$ cat src/hw/rtl/assert_macros.svh
// assertion helpers shared by the rtl files
// both sample on the rising edge of clk and are off while rst_n is low
`ifndef ASSERT_MACROS_SVH
`define ASSERT_MACROS_SVH

// property that must hold at every clock edge
`define MEXP_ASSERT(label, prop, msg) \
    label: assert property (@(posedge clk) disable iff (!rst_n) prop) \
        else $error(msg);

// condition in one cycle implies a consequence in the next cycle
`define MEXP_ASSERT_NEXT(label, ante, cons, msg) \
    label: assert property (@(posedge clk) disable iff (!rst_n) (ante) |=> (cons)) \
        else $error(msg);

`endif

$ cat src/hw/rtl/mexp_pkg.sv
package mexp_pkg;

    // width of every operand and result field on the channels
    localparam int DATA_BITS = 32;

    // microprogram address
    localparam int PC_BITS = 5;
    typedef logic [PC_BITS-1:0] pc_t;

    // datapath operations
    typedef logic [3:0] op_t;
    localparam op_t OP_NOP       = 4'd0;
    localparam op_t OP_LOAD      = 4'd1;
    localparam op_t OP_MM_BASE   = 4'd2;
    localparam op_t OP_MM_MUL    = 4'd3;
    localparam op_t OP_MM_SQR    = 4'd4;
    localparam op_t OP_WR_SQ     = 4'd5;
    localparam op_t OP_WR_ACC    = 4'd6;
    localparam op_t OP_WR_SQ_SHR = 4'd7;
    localparam op_t OP_OUT_OK    = 4'd8;
    localparam op_t OP_OUT_BAD   = 4'd9;

    // jump conditions
    typedef logic [2:0] cond_t;
    localparam cond_t C_NEVER     = 3'd0;
    localparam cond_t C_ALWAYS    = 3'd1;
    localparam cond_t C_NO_IN     = 3'd2;
    localparam cond_t C_M_ZERO    = 3'd3;
    localparam cond_t C_MM_BUSY   = 3'd4;
    localparam cond_t C_E_ZERO    = 3'd5;
    localparam cond_t C_E_BIT_CLR = 3'd6;
    localparam cond_t C_OUT_FULL  = 3'd7;

    // one control word of the microprogram
    typedef struct packed {
        op_t   op;
        cond_t cond;
        pc_t   target;
    } uword_t;

    // datapath flags seen by the sequencer
    typedef struct packed {
        logic in_fire;
        logic m_zero;
        logic mm_busy;
        logic e_zero;
        logic e_bit0;
        logic out_full;
    } stat_t;

endpackage

$ cat src/hw/rtl/mexp_if.sv
// request channel: operands in
interface mexp_req_if;
    import mexp_pkg::*;

    logic                 valid;
    logic                 ready;
    logic [DATA_BITS-1:0] base;
    logic [DATA_BITS-1:0] exponent;
    logic [DATA_BITS-1:0] modulus;

    modport source (output valid, output base, output exponent, output modulus, input ready);
    modport sink (input valid, input base, input exponent, input modulus, output ready);
endinterface

// response channel: result out
interface mexp_rsp_if;
    import mexp_pkg::*;

    logic                 valid;
    logic                 ready;
    logic [DATA_BITS-1:0] power_result;
    logic                 bad_modulus;

    modport source (output valid, output power_result, output bad_modulus, input ready);
    modport sink (input valid, input power_result, input bad_modulus, output ready);
endinterface

$ cat src/hw/rtl/mexp_mulmod.sv
`include "assert_macros.svh"

module mexp_mulmod #(
    parameter int WIDTH = 32
) (
    input  logic             clk,
    input  logic             rst_n,
    input  logic             start,
    input  logic [WIDTH-1:0] a,
    input  logic [WIDTH-1:0] b,
    input  logic [WIDTH-1:0] m,
    output logic             busy,
    output logic [WIDTH-1:0] res
);
    // interleaved multiply: one bit of a per cycle, msb first
    // needs b < m; keeps r < m after every step
    localparam int CNT_BITS = $clog2(WIDTH + 1);
    localparam int T_BITS   = WIDTH + 2;

    logic [WIDTH-1:0]    x_reg;
    logic [WIDTH-1:0]    y_reg;
    logic [WIDTH-1:0]    r_reg;
    logic [WIDTH-1:0]    r_next;
    logic [CNT_BITS-1:0] cnt_reg;
    logic                busy_reg;

    logic [T_BITS-1:0] t;
    logic [T_BITS-1:0] m1;
    logic [T_BITS-1:0] m2;

    // double, add, then take off zero, one or two moduli
    always_comb
    begin
        m1 = T_BITS'(m);
        m2 = m1 << 1;
        t  = (T_BITS'(r_reg) << 1) + (x_reg[WIDTH-1] ? T_BITS'(y_reg) : '0);
        if (t >= m2)
        begin
            r_next = WIDTH'(t - m2);
        end
        else if (t >= m1)
        begin
            r_next = WIDTH'(t - m1);
        end
        else
        begin
            r_next = WIDTH'(t);
        end
    end

    // operand and partial result registers
    always_ff @(posedge clk)
    begin
        if (start)
        begin
            x_reg <= a;
            y_reg <= b;
            r_reg <= '0;
        end
        else if (busy_reg)
        begin
            x_reg <= x_reg << 1;
            r_reg <= r_next;
        end
    end

    // bit counter
    always_ff @(posedge clk or negedge rst_n)
    begin
        if (!rst_n)
        begin
            busy_reg <= 1'b0;
            cnt_reg  <= '0;
        end
        else if (start)
        begin
            busy_reg <= 1'b1;
            cnt_reg  <= CNT_BITS'(WIDTH);
        end
        else if (busy_reg)
        begin
            cnt_reg <= cnt_reg - CNT_BITS'(1);
            if (cnt_reg == CNT_BITS'(1))
            begin
                busy_reg <= 1'b0;
            end
        end
    end

    assign busy = busy_reg;
    assign res  = r_reg;

    `MEXP_ASSERT(a_no_restart, start |-> !busy_reg, "multiply started while busy")
    `MEXP_ASSERT(a_res_reduced, $fell(busy_reg) |-> (r_reg < m), "product not reduced")
    `MEXP_ASSERT(a_cnt_live, busy_reg |-> (cnt_reg != '0), "busy with no bits left")

endmodule

$ cat src/hw/rtl/mexp_seq.sv
module mexp_seq (
    input  logic             clk,
    input  logic             rst_n,
    input  mexp_pkg::stat_t  stat,
    output mexp_pkg::uword_t uword
);
    import mexp_pkg::*;

    // program addresses
    localparam pc_t S_LOAD  = 5'd0;
    localparam pc_t S_CHKM  = 5'd1;
    localparam pc_t S_REDB  = 5'd2;
    localparam pc_t S_WREDB = 5'd3;
    localparam pc_t S_SETSQ = 5'd4;
    localparam pc_t S_LOOP  = 5'd5;
    localparam pc_t S_TBIT  = 5'd6;
    localparam pc_t S_MUL   = 5'd7;
    localparam pc_t S_WMUL  = 5'd8;
    localparam pc_t S_SETAC = 5'd9;
    localparam pc_t S_SQR   = 5'd10;
    localparam pc_t S_WSQR  = 5'd11;
    localparam pc_t S_NEXT  = 5'd12;
    localparam pc_t S_DONE  = 5'd13;
    localparam pc_t S_OUT   = 5'd14;
    localparam pc_t S_BAD   = 5'd15;
    localparam pc_t S_OUTB  = 5'd16;

    // control store
    function automatic uword_t ucode(input pc_t pc);
        uword_t w;
        w = '{op: OP_NOP, cond: C_ALWAYS, target: S_LOAD};
        case (pc)
            S_LOAD:  w = '{op: OP_LOAD,      cond: C_NO_IN,     target: S_LOAD};
            S_CHKM:  w = '{op: OP_NOP,       cond: C_M_ZERO,    target: S_BAD};
            S_REDB:  w = '{op: OP_MM_BASE,   cond: C_NEVER,     target: S_LOAD};
            S_WREDB: w = '{op: OP_NOP,       cond: C_MM_BUSY,   target: S_WREDB};
            S_SETSQ: w = '{op: OP_WR_SQ,     cond: C_NEVER,     target: S_LOAD};
            S_LOOP:  w = '{op: OP_NOP,       cond: C_E_ZERO,    target: S_DONE};
            S_TBIT:  w = '{op: OP_NOP,       cond: C_E_BIT_CLR, target: S_SQR};
            S_MUL:   w = '{op: OP_MM_MUL,    cond: C_NEVER,     target: S_LOAD};
            S_WMUL:  w = '{op: OP_NOP,       cond: C_MM_BUSY,   target: S_WMUL};
            S_SETAC: w = '{op: OP_WR_ACC,    cond: C_NEVER,     target: S_LOAD};
            S_SQR:   w = '{op: OP_MM_SQR,    cond: C_NEVER,     target: S_LOAD};
            S_WSQR:  w = '{op: OP_NOP,       cond: C_MM_BUSY,   target: S_WSQR};
            S_NEXT:  w = '{op: OP_WR_SQ_SHR, cond: C_ALWAYS,    target: S_LOOP};
            S_DONE:  w = '{op: OP_NOP,       cond: C_OUT_FULL,  target: S_DONE};
            S_OUT:   w = '{op: OP_OUT_OK,    cond: C_ALWAYS,    target: S_LOAD};
            S_BAD:   w = '{op: OP_NOP,       cond: C_OUT_FULL,  target: S_BAD};
            S_OUTB:  w = '{op: OP_OUT_BAD,   cond: C_ALWAYS,    target: S_LOAD};
            default: w = '{op: OP_NOP,       cond: C_ALWAYS,    target: S_LOAD};
        endcase
        return w;
    endfunction

    pc_t    pc_reg;
    pc_t    pc_next;
    uword_t word;
    logic   take;

    assign word  = ucode(pc_reg);
    assign uword = word;

    // condition select
    always_comb
    begin
        case (word.cond)
            C_NEVER:     take = 1'b0;
            C_ALWAYS:    take = 1'b1;
            C_NO_IN:     take = !stat.in_fire;
            C_M_ZERO:    take = stat.m_zero;
            C_MM_BUSY:   take = stat.mm_busy;
            C_E_ZERO:    take = stat.e_zero;
            C_E_BIT_CLR: take = !stat.e_bit0;
            C_OUT_FULL:  take = stat.out_full;
            default:     take = 1'b0;
        endcase
        pc_next = take ? word.target : pc_reg + pc_t'(1);
    end

    // step counter
    always_ff @(posedge clk or negedge rst_n)
    begin
        if (!rst_n)
        begin
            pc_reg <= S_LOAD;
        end
        else
        begin
            pc_reg <= pc_next;
        end
    end

endmodule

$ cat src/hw/rtl/modular_exponentiation.sv
// modular exponentiation: power_result = base ^ exponent mod modulus
// req channel (valid/ready) carries base, exponent and modulus; each is taken
// as its low OPERAND_BITS bits. rsp channel returns power_result and
// bad_modulus, one beat per request beat, in order.
// a zero modulus gives bad_modulus = 1 and power_result = 0.
// a microprogram steps a bit-serial modular multiplier; the time to a
// response grows with the bit length of the exponent and its count of set
// bits, and a zero modulus is answered without the multiplier.
// one item is in work at a time; the next request beat is accepted as soon
// as the result sits in the output register, so a stalled receiver blocks
// only the item after next.
// reset returns the sequencer to its load step and empties the output register.
`include "assert_macros.svh"

module modular_exponentiation #(
    parameter int OPERAND_BITS = 32
) (
    input  logic       clk,
    input  logic       rst_n,
    mexp_req_if.sink   req,
    mexp_rsp_if.source rsp
);
    import mexp_pkg::*;

    localparam int W = OPERAND_BITS;

    uword_t uword;
    stat_t  stat;

    logic [W-1:0] base_reg;
    logic [W-1:0] exp_reg;
    logic [W-1:0] mod_reg;
    logic [W-1:0] acc_reg;
    logic [W-1:0] sq_reg;
    logic [W-1:0] one_mod;

    logic [W-1:0] mm_a;
    logic [W-1:0] mm_b;
    logic [W-1:0] mm_res;
    logic         mm_start;
    logic         mm_busy;

    logic                 rsp_valid_reg;
    logic [DATA_BITS-1:0] res_reg;
    logic                 bad_reg;
    logic                 in_fire;
    logic                 out_load;

    // sequencer
    mexp_seq u_seq (
        .clk   (clk),
        .rst_n (rst_n),
        .stat  (stat),
        .uword (uword)
    );

    // modular multiplier
    mexp_mulmod #(
        .WIDTH (W)
    ) u_mulmod (
        .clk   (clk),
        .rst_n (rst_n),
        .start (mm_start),
        .a     (mm_a),
        .b     (mm_b),
        .m     (mod_reg),
        .busy  (mm_busy),
        .res   (mm_res)
    );

    // handshake and status
    assign req.ready = (uword.op == OP_LOAD);
    assign in_fire   = req.valid && req.ready;
    assign out_load  = (uword.op == OP_OUT_OK) || (uword.op == OP_OUT_BAD);
    assign one_mod   = {{(W-1){1'b0}}, (mod_reg != W'(1))};

    always_comb
    begin
        stat.in_fire  = in_fire;
        stat.m_zero   = (mod_reg == '0);
        stat.mm_busy  = mm_busy;
        stat.e_zero   = (exp_reg == '0);
        stat.e_bit0   = exp_reg[0];
        stat.out_full = rsp_valid_reg;
    end

    // multiplier operand select
    always_comb
    begin
        mm_start = 1'b0;
        mm_a     = sq_reg;
        mm_b     = sq_reg;
        case (uword.op)
            OP_MM_BASE:
            begin
                mm_start = 1'b1;
                mm_a     = base_reg;
                mm_b     = one_mod;
            end
            OP_MM_MUL:
            begin
                mm_start = 1'b1;
                mm_a     = acc_reg;
                mm_b     = sq_reg;
            end
            OP_MM_SQR:
            begin
                mm_start = 1'b1;
            end
            default:
            begin
                mm_start = 1'b0;
            end
        endcase
    end

    // operand, accumulator and square registers
    always_ff @(posedge clk)
    begin
        case (uword.op)
            OP_LOAD:
            begin
                if (in_fire)
                begin
                    base_reg <= req.base[W-1:0];
                    exp_reg  <= req.exponent[W-1:0];
                    mod_reg  <= req.modulus[W-1:0];
                end
            end
            OP_MM_BASE:   acc_reg <= one_mod;
            OP_WR_SQ:     sq_reg  <= mm_res;
            OP_WR_ACC:    acc_reg <= mm_res;
            OP_WR_SQ_SHR:
            begin
                sq_reg  <= mm_res;
                exp_reg <= exp_reg >> 1;
            end
            default:
            begin
            end
        endcase
    end

    // output register payload
    always_ff @(posedge clk)
    begin
        if (uword.op == OP_OUT_OK)
        begin
            res_reg <= DATA_BITS'(acc_reg);
            bad_reg <= 1'b0;
        end
        else if (uword.op == OP_OUT_BAD)
        begin
            res_reg <= '0;
            bad_reg <= 1'b1;
        end
    end

    // output beat valid
    always_ff @(posedge clk or negedge rst_n)
    begin
        if (!rst_n)
        begin
            rsp_valid_reg <= 1'b0;
        end
        else if (out_load)
        begin
            rsp_valid_reg <= 1'b1;
        end
        else if (rsp.ready)
        begin
            rsp_valid_reg <= 1'b0;
        end
    end

    assign rsp.valid        = rsp_valid_reg;
    assign rsp.power_result = res_reg;
    assign rsp.bad_modulus  = bad_reg;

    `MEXP_ASSERT(a_bad_zero, (rsp_valid_reg && bad_reg) |-> (res_reg == '0), "error beat with nonzero result")
    `MEXP_ASSERT(a_load_idle, req.ready |-> !mm_busy, "load step while multiplier busy")
    `MEXP_ASSERT(a_out_free, out_load |-> !rsp_valid_reg, "result written over a waiting beat")

endmodule

$ cat src/flat_wrapper.sv
// flat-port wrapper written by rule: the top's interface ports become plain ports
module modular_exponentiation_flat import mexp_pkg::*;
#(
    parameter int OPERAND_BITS = 32
)
  (clk, rst_n, req_valid, req_base, req_exponent, req_modulus, req_ready, rsp_valid, rsp_power_result, rsp_bad_modulus, rsp_ready);
  mexp_req_if req_i ();
  mexp_rsp_if rsp_i ();
  input  logic clk;
  input  logic rst_n;
  input wire logic [$bits(req_i.valid)-1:0] req_valid;
  input wire logic [$bits(req_i.base)-1:0] req_base;
  input wire logic [$bits(req_i.exponent)-1:0] req_exponent;
  input wire logic [$bits(req_i.modulus)-1:0] req_modulus;
  output wire logic [$bits(req_i.ready)-1:0] req_ready;
  output wire logic [$bits(rsp_i.valid)-1:0] rsp_valid;
  output wire logic [$bits(rsp_i.power_result)-1:0] rsp_power_result;
  output wire logic [$bits(rsp_i.bad_modulus)-1:0] rsp_bad_modulus;
  input wire logic [$bits(rsp_i.ready)-1:0] rsp_ready;
  assign req_i.valid = req_valid;
  assign req_i.base = req_base;
  assign req_i.exponent = req_exponent;
  assign req_i.modulus = req_modulus;
  assign req_ready = req_i.ready;
  assign rsp_valid = rsp_i.valid;
  assign rsp_power_result = rsp_i.power_result;
  assign rsp_bad_modulus = rsp_i.bad_modulus;
  assign rsp_i.ready = rsp_ready;
  modular_exponentiation #(.OPERAND_BITS(OPERAND_BITS)) u_core (.clk(clk), .rst_n(rst_n), .req(req_i), .rsp(rsp_i));
endmodule
$ cat config.mk
export PLATFORM = sky130hd
export DESIGN_NAME = modular_exponentiation_flat
export DESIGN_NICKNAME = d
export VERILOG_FILES = /design/src/hw/rtl/mexp_pkg.sv /design/src/hw/rtl/mexp_if.sv /design/src/hw/rtl/mexp_mulmod.sv /design/src/hw/rtl/mexp_seq.sv /design/src/hw/rtl/modular_exponentiation.sv /design/src/flat_wrapper.sv
export VERILOG_INCLUDE_DIRS = /design/src /design/src/hw/rtl
export SDC_FILE = /design/constraint.sdc
export NUM_CORES = 1
export LEC_CHECK = 0
export BUFFER_PORTS_ARGS = -buffer_cell sky130_fd_sc_hd__clkbuf_2
export CAP_MARGIN = 20
export CORE_ASPECT_RATIO = 1.2
export CORE_MARGIN = 4
export CORE_UTILIZATION = 40
export DETAILED_ROUTE_END_ITERATION = 8
export PLACE_DENSITY = 0.56
export SKIP_LAST_GASP = 1
export SYNTH_ARGS = -nofsm -noshare
export SYNTH_HDL_FRONTEND = slang
export SYNTH_SLANG_ARGS = --single-unit
$ cat constraint.sdc
create_clock -name clk -period 7.08 [get_ports clk]
set_clock_uncertainty 0.05 [all_clocks]
set_input_delay 0 -clock clk [delete_from_list [all_inputs] [get_ports clk]]
set_output_delay 0 -clock clk [all_outputs]
set_load 0.005 [all_outputs]
==> flow_metrics.tcl <==
set metrics [dict create \
    min_period_over_period 0.882 \
    io_buffer_count 134 \
    yosys_warnings 0 \
    postRouteAntennaNets 0 \
    path_max_fanout 24 \
    synth_area_per_cell_sq_um 10.6 \
    drt_iter0_drc 909 \
    crit_chain "buf_4 > and2_1 > ha_1 > a21o_1 > a21o_1 > a221oi_2 > o21bai_1 > a31oi_1 > a21boi_0 > or4_1 > nand3_1 > ha_1 > and4_1 > nor2b_1 > nor2b_1 > a41oi_1 > o211ai_1 > nor4_4 > o21ai_4 > buf_4 > mux2_4 > o21ai_1 > a21oi_1" \
    drc 0 \
    critPathLaunchType "flop" \
    num_io_pins 135 \
    drive_above_1_share 0.145 \
    routedWlPerCell_microns 19.1 \
    clkTransAtPathRegs_ps 60 \
    grt_remaining_overflow 0 \
    start_util 0.408 \
    cts.htree.levels 2 \
    setup_tns_ps 0 \
    crit_buf_inv 2 \
    syn-cell-area_sq_um 17600 \
    grt_pass1_vias 13100 \
    drv_cap 0 \
    area_growth_pct 19.5 \
    synthFlopType "edfxtp_1" \
    place_ws_ps 887 \
    cts_sinks 302 \
    die_x_microns 199 \
    insertion_delay_ps 540 \
    crit_family "compound AO/OA/AOI/OAI gates" \
    grtUsageTotal 0.195 \
    nets 2093 \
    dpl.hpwl_microns 34700 \
    antenna_found_initial 0 \
    criticalPathCategory "reg -> reg" \
    seq_area_frac_synth 0.494 \
    cp.arrival_ps 6590 \
    rsz0062_at_grt "no" \
    core_area_sq_um 43100 \
    netlist_instances 1654 \
    hold_viol_final 0 \
    ctsHoldBuffers 99 \
    synth_edf_count 256 \
    setup_viol_count_final 0 \
    grt_max_degree 67 \
    fmax_mhz 160 \
    critPathSlowestCell "edfxtp_1" \
    holdWs_ps 43.1 \
    num_antenna_cells 0 \
    hold_path.class "in -> reg" \
    finalWirelength_microns 47000 \
    cts_setup_buffers 0 \
    cts_tree "built" \
    grt_pass1_wl_microns 73400 \
    cts.path.max_buffers 3 \
    slew_headroom 0.378 \
    fp.dieH_microns 238 \
    drt_pass1_iterations 5 \
    synth-seq-cells 302 \
    critPathCaptureType "flop" \
    setup_ws_ps 835 \
    gp_congestion 0.953 \
    die_area_sq_um 47400 \
    crit_required_ps 7430 \
    ys_async_sr_fraction 0.0430 \
    max_stage_delay_ps 610 \
    rows 83 \
    cts-root-buf "clkbuf_16" \
    synth_cell_types 76 \
    syn-num-nets 1859 \
    period_needed_ps 6240 \
    tightest_slew_ps 932 \
    numCtsBuffers 35 \
    status "finished clean" \
    routed_via_density 5.36 \
    num_vias 13200 \
    slew_violations 0 \
    cts-resized-gates 0 \
    fillers 3952 \
]
synthesized netlist by cell type, types with 33 or more instances:
cell	n	area (sq um)
nand3_1	38	190
ha_1	102	1280
nand2_1	109	409
xnor2_1	54	473
nor2_1	114	428
edfxtp_1	256	7690
inv_1	77	289
a21o_1	48	360
mux2_2	34	383
a21oi_1	132	661
and2_1	101	632
mux2i_1	52	521
clkbuf_1	53	199
dfxtp_1	33	661
o21ai_0	92	460
nor2b_1	45	282
path summary, 6_finish.rpt:
| kind | startpoint | slack, ps | cells past startpoint | to |
|---|---|---|---|---|
| worst max-delay path | u_core.u_mulmod.x_reg[31] | 840 | 23 | u_core.u_mulmod.res[27] |
| worst min-delay path | req_valid | 40 | 5 | u_core.u_seq.pc_reg[2] |
| worst max register to register | u_core.u_mulmod.x_reg[31] | 840 | 23 | u_core.u_mulmod.res[27] |
| worst min register to register | u_core.rsp.bad_modulus | 440 | 2 | u_core.rsp.bad_modulus |
| max in group asynchronous | rst_n | 6070 | 3 | u_core.rsp.valid |
| min in group asynchronous | rst_n | 500 | 3 | u_core.u_mulmod.cnt_reg[4] |
cell usage in the layout, fill, tap and decap left out, types with 34 or more instances in the layout:
cell	n
mux2_2	34
nand3_1	38
mux2i_1	52
dlygate4sd3_1	99
a21o_1	48
inv_1	76
nand2_1	108
o21ai_0	92
xnor2_1	54
ha_1	102
and2_1	101
clkbuf_2	134
clkbuf_16	36
nor2b_1	45
nor2_1	112
a21oi_1	132
edfxtp_1	256
kinds of logic after synthesis:
kind of cell,share of synthesized area
compound gates,0.154
xor+xnor,0.0424
fa+ha+maj,0.0760
buf+inv,0.0323
flops,0.494
mux,0.0557
simple gates,0.146
per-layer routing:
layer / global-route usage / up-vias / wire, microns / part of all wire
li1: - / 6546 / - / -
met1: 0.278 / 6305 / 22000 / 0.47
met2: 0.316 / 294 / 21800 / 0.46
met3: 0.0316 / 64 / 2270 / 0.048
met4: 0.0434 / 0 / 932 / 0.020
met5: 0 / - / 0 / 0
worst min-delay path, stage by stage:
cell and delay (ps):
clkbuf_2 80, nand2_1 110, a21oi_1 230, nand2_1 100
o31ai_1 60
metrics by stage:
step,instances,area [sq um],utilization
finish,2463,21000,0.487
global route,2463,21000,0.487
CTS,2462,21000,0.487
detailed placement,2303,18900,0.439
global placement,2301,18900,0.438
floorplan,1654,17600,-
area by class of cell:
type                       count  area [sq um]  share of cell area
clock buffer                  45           913              0.0435
inverter                      77           289              0.0138
tap                          552           691              0.0329
sequential                   302          8670               0.413
clock inverter                15           169             0.00804
timing repair buffer         264          1910              0.0909
multi-input combinational   1208          8360               0.398
Power is not shown: default switching activity piles up to over one toggle a cycle in this logic, so the estimate is an artifact.
